<file path="config.mk">
export PLATFORM = sky130hd
export DESIGN_NAME = srb_cell
export DESIGN_NICKNAME = d
export VERILOG_FILES = /design/src/rtl/core/assert_macros.svh /design/src/rtl/core/srb_pkg.sv /design/src/rtl/core/srb_cell.sv
export SDC_FILE = /design/constraint.sdc
export NUM_CORES = 1
export LEC_CHECK = 0
export ABC_AREA = 1
export BUFFER_PORTS_ARGS = -buffer_cell sky130_fd_sc_hd__buf_2
export CAP_MARGIN = 0
export CORE_UTILIZATION = 43
export DETAILED_ROUTE_END_ITERATION = 7
export GPL_TIMING_DRIVEN = 1
export PLACE_DENSITY_LB_ADDON = 0.25
export RECOVER_POWER = 100
export SYNTH_ARGS = -nofsm -noshare
export SYNTH_HDL_FRONTEND = slang
export SYNTH_SLANG_ARGS = --single-unit
</file>
<file path="constraint.sdc">
create_clock -name i_clk -period 3.2 [get_ports i_clk]
set_input_delay 0.64 -clock i_clk [delete_from_list [all_inputs] [get_ports i_clk]]
set_output_delay 0.64 -clock i_clk [all_outputs]
set_load 0.05 [all_outputs]
</file>
<file path="src/rtl/core/assert_macros.svh">
// Assertion macros shared by the route builder RTL.
// No dependencies; included by files that carry assertions.
`ifndef ASSERT_MACROS_SVH
`define ASSERT_MACROS_SVH
`ifndef ASSERT_OFF
`define SRB_ASSERT(lbl, prop) \
    lbl: assert property (@(posedge i_clk) disable iff (!i_rst_n) prop) \
        else $error("route builder assertion failed");
`define SRB_ASSERT_RST(lbl, prop) \
    lbl: assert property (@(posedge i_clk) prop) \
        else $error("route builder assertion failed during reset");
`else
`define SRB_ASSERT(lbl, prop)
`define SRB_ASSERT_RST(lbl, prop)
`endif
`endif

</file>
<file path="src/rtl/core/srb_pkg.sv">
// Shared types and constants of the sweep route builder.
// No dependencies; imported by srb_cell and sweep_route_builder.
package srb_pkg;
    localparam int DEM_W       = 16;
    localparam int CAP_W       = 16;
    localparam int VCNT_W      = 5;
    localparam int NODE_W      = 5;
    localparam int ROUTE_W     = 4;
    localparam int REM_W       = 17;
    localparam int MAX_RESULTS = 48;
    localparam int ROUTE_LIMIT = 16;

    localparam logic [1:0] CFG_CAPACITY = 2'd0;
    localparam logic [1:0] CFG_VCOUNT   = 2'd1;
    localparam logic [1:0] CFG_DEPOT_X  = 2'd2;
    localparam logic [1:0] CFG_DEPOT_Y  = 2'd3;

    localparam logic [1:0] HC_NEG_Y = 2'd0;
    localparam logic [1:0] HC_ZERO  = 2'd1;
    localparam logic [1:0] HC_POS_Y = 2'd2;
    localparam logic [1:0] HC_PI    = 2'd3;

    typedef struct packed {
        logic load;
        logic take_prev;
        logic take_next;
    } t_cell_ctl;

    function automatic logic [1:0] half_class(input logic neg_y, input logic zero_y,
                                              input logic neg_x);
        logic [1:0] c;
        if (neg_y) begin
            c = HC_NEG_Y;
        end else if (zero_y) begin
            c = neg_x ? HC_PI : HC_ZERO;
        end else begin
            c = HC_POS_Y;
        end
        return c;
    endfunction
endpackage

</file>
<file path="src/rtl/core/srb_cell.sv">
// One entry of the customer chain: loads an arrival or swaps with a neighbor.
// Depends on srb_pkg.
module srb_cell #(
    parameter int CW = 16
) (
    input  logic                      i_clk,
    input  srb_pkg::t_cell_ctl        i_ctl,
    input  logic signed [CW-1:0]      i_ld_x,
    input  logic signed [CW-1:0]      i_ld_y,
    input  logic [srb_pkg::DEM_W-1:0] i_ld_dem,
    input  logic [srb_pkg::NODE_W-1:0] i_ld_num,
    input  logic signed [CW-1:0]      i_prev_x,
    input  logic signed [CW-1:0]      i_prev_y,
    input  logic [srb_pkg::DEM_W-1:0] i_prev_dem,
    input  logic [srb_pkg::NODE_W-1:0] i_prev_num,
    input  logic signed [CW-1:0]      i_next_x,
    input  logic signed [CW-1:0]      i_next_y,
    input  logic [srb_pkg::DEM_W-1:0] i_next_dem,
    input  logic [srb_pkg::NODE_W-1:0] i_next_num,
    output logic signed [CW-1:0]      o_x,
    output logic signed [CW-1:0]      o_y,
    output logic [srb_pkg::DEM_W-1:0] o_dem,
    output logic [srb_pkg::NODE_W-1:0] o_num
);
    import srb_pkg::*;

    logic signed [CW-1:0] r_x;
    logic signed [CW-1:0] r_y;
    logic [DEM_W-1:0]     r_dem;
    logic [NODE_W-1:0]    r_num;

    always_ff @(posedge i_clk) begin
        if (i_ctl.load) begin
            r_x   <= i_ld_x;
            r_y   <= i_ld_y;
            r_dem <= i_ld_dem;
            r_num <= i_ld_num;
        end else if (i_ctl.take_prev) begin
            r_x   <= i_prev_x;
            r_y   <= i_prev_y;
            r_dem <= i_prev_dem;
            r_num <= i_prev_num;
        end else if (i_ctl.take_next) begin
            r_x   <= i_next_x;
            r_y   <= i_next_y;
            r_dem <= i_next_dem;
            r_num <= i_next_num;
        end
    end

    assign o_x   = r_x;
    assign o_y   = r_y;
    assign o_dem = r_dem;
    assign o_num = r_num;
endmodule

</file>
==> metrics.txt <==
Critical Path RT=about 3.4 ns; routed wire length=about 8900 microns; WHS Endpoint=o_x[7]; port bufs=~220; Largest delay share family, worst path=buffers and inverters; Final Slew Violations=0; FMAX=438 MHz; critical path class=in -> reg; critical path cell sequence=buf_2 > clkbuf_2 > inv_4 > nand2_1 > nand3_1 > nand2_1; first-pass GRT wire length=about 13000 microns; CP peak stage delay=~0.66 ns; antenna violations before repair=1; placed cells=~750; Initial DRC Count=150; final estimated routing congestion in global placement=around 0.76; initial core utilization=44.6%; Post-CTS Setup Inserts=0; Slew @ Worst Pin=0.730 ns; synthesis-stage register bit count=53; Distinct cells, synth=9; clock root buffer=clkbuf_8; GRT Total Usage=22.0%; GRT overflow=0; PD cells=428 mW/mm^2; synth warn=0; number of global-route vias before repair=3072; Max IR drop VDD=0.000190 V; Net Sw Power=0.692 mW; CTS HTree Levels=2; Post-Syn Instances=450; CP most frequent cell=nand2_1; Final Critical Period=roughly 2.3 ns; Clock Sinks=53; DR pass1 iterations=4; status=complete, no violations; Synth-to-Final Area Change=33.3%; Seq/Total Area, Yosys=between 40% and 50%; largest net degree at the start of global routing=54; share of layout cells above drive strength 1=26.6%; # hold bufs at CTS=0; startpoint type of the worst setup path=input port; average wire per standard cell=11.7 microns; FILL cells=between 700 and 800; RSZ-0062 raised after global routing=no; multi-input logic area=between 0.001 and 0.0015 sq mm; Max Cap Viol=0; WP buf/inv=3; Crit path arrival time=2.45 ns; Post-CTS Resized=0; Mapped Area=0.00325 sq mm; Syn Area/Cell=slightly above 7 sq um; relative slew slack=approximately 51%; dpl hpwl=6490 microns; Ports=216; core area=0.00729 sq mm; worst min path class=in -> reg; internal power=1.16 mW; drc violations=0; average vias per placed instance=4.50; sw frac=a little under two fifths; Die Area=0.00791 sq mm; Reg area=between 0.0015 and 0.002 sq mm; LEAKAGE=2.58 nW; Flop pwr share=between 40% and 50%; CTS tree=done; slowest stage cell on the critical path=clkbuf_2; final cell count without fillers=755; CP Capture Type=flop; TritonCTS buffer count=5; hold path startpoint=i_ld_x[7]; CTS clk-pin slew, worst paths=~0.090 ns; combinational group share of total power=around a third; hold depth=3; vias after detailed routing=3399; setup TNS=0 ns; Syn Nets=613; crit-path max FO=53; Chip Height=88.9 microns; ANT nets after route=0; final setup vio count=0; nets=818; Max Root-Sink Buffers=2; Clock power frac=18.9%; Rows=31; Final Cycle Share=71.3%; Final Hold Fails=0; die width=~89 microns
-- state kept, by name, indices dropped and copies added (netlist names) --
signal / count
o_dem: 16
o_x: 16
o_y: 16
o_num: 5
-- kinds of logic (layout without fill, tap and decap cells) --
| family | Yosys count | after routing | synth area share [%] |
|---|---|---|---|
| other | 0 | 1 | 0 |
| flip-flops | 53 | 53 | 49.0 |
| AND/OR/NAND/NOR | 267 | 267 | 32.9 |
| buffers and inverters | 130 | 335 | 18.1 |
-- metal layers --
metal	routed length, microns	vias up	global-route usage [%]
li1	-	1737	-
met1	3360	1488	22.6
met2	4480	157	42.6
met3	809	17	6.46
met4	207	0	7.07
met5	0	-	0
-- layout make-up --
class                           count  area share [%]
Antenna cell                        1          0.0578
Clock buffer                        6            1.68
Clock inverter                      1          0.0867
Inverter                          108            9.48
Multi-Input combinational cell    267            24.7
Sequential cell                    53            36.8
Tap cell                           99            2.86
Timing Repair Buffer              220            24.4
-- placed cells by master (no fill, tap or decap) --
master,n
nor2_1,1
inv_4,2
diode_2,1
clkbuf_8,5
nand2_1,213
clkbuf_1,54
clkbuf_2,1
buf_12,1
buf_4,3
nand3_1,53
edfxtp_1,53
clkinv_1,1
inv_1,106
buf_2,162
-- power by group through the flow --
stage | clock (mW) | sequential (mW) | combinational (mW)
floorplan | 0 | 1.18 | 0.162
detailed placement | 0 | 0.893 | 0.649
finish | 0.351 | 0.880 | 0.623
global route | 0.380 | 0.888 | 0.676
CTS | 0.363 | 0.878 | 0.650
global placement | 0 | 0.890 | 0.643
-- worst max-delay path by stage --
stage	start	end	slack [ns]	depth (start not counted)
6_report	i_ctl[1]	o_x[13]	0.92	6
5_1_grt	i_ctl[1]	o_x[13]	0.77	6
4_1_cts	i_ctl[1]	o_y[13]	1.29	6
3_5_place_dp	i_ctl[1]	o_y[13]	0.97	6
3_3_place_gp	i_ctl[1]	o_x[15]	1.00	6
2_1_floorplan	i_ctl[1]	o_dem[0]	0.69	4
-- cell usage after synthesis, drive strengths merged --
cell type	instances	share of area, %
nand2	213	25
inv	108	13
edfxtp	53	49
nand3	53	8.2
buf	22	5.5
nor2	1	0.12
-- per-stage QoR --
stage	total power, mW	hold WS [ns]	instance area, sq um	utilization [%]	setup slack [ns]
finish	1.85	0.610	4330	59.4	0.919
global route	1.94	0.609	4330	59.4	0.771
CTS	1.89	0.601	4400	60.3	1.29
detailed placement	1.54	0.918	4320	59.3	0.969
global placement	1.53	0.910	4320	59.3	1.00
floorplan	1.34	0.822	3250	-	0.694
(Power assumes the default switching activity.)
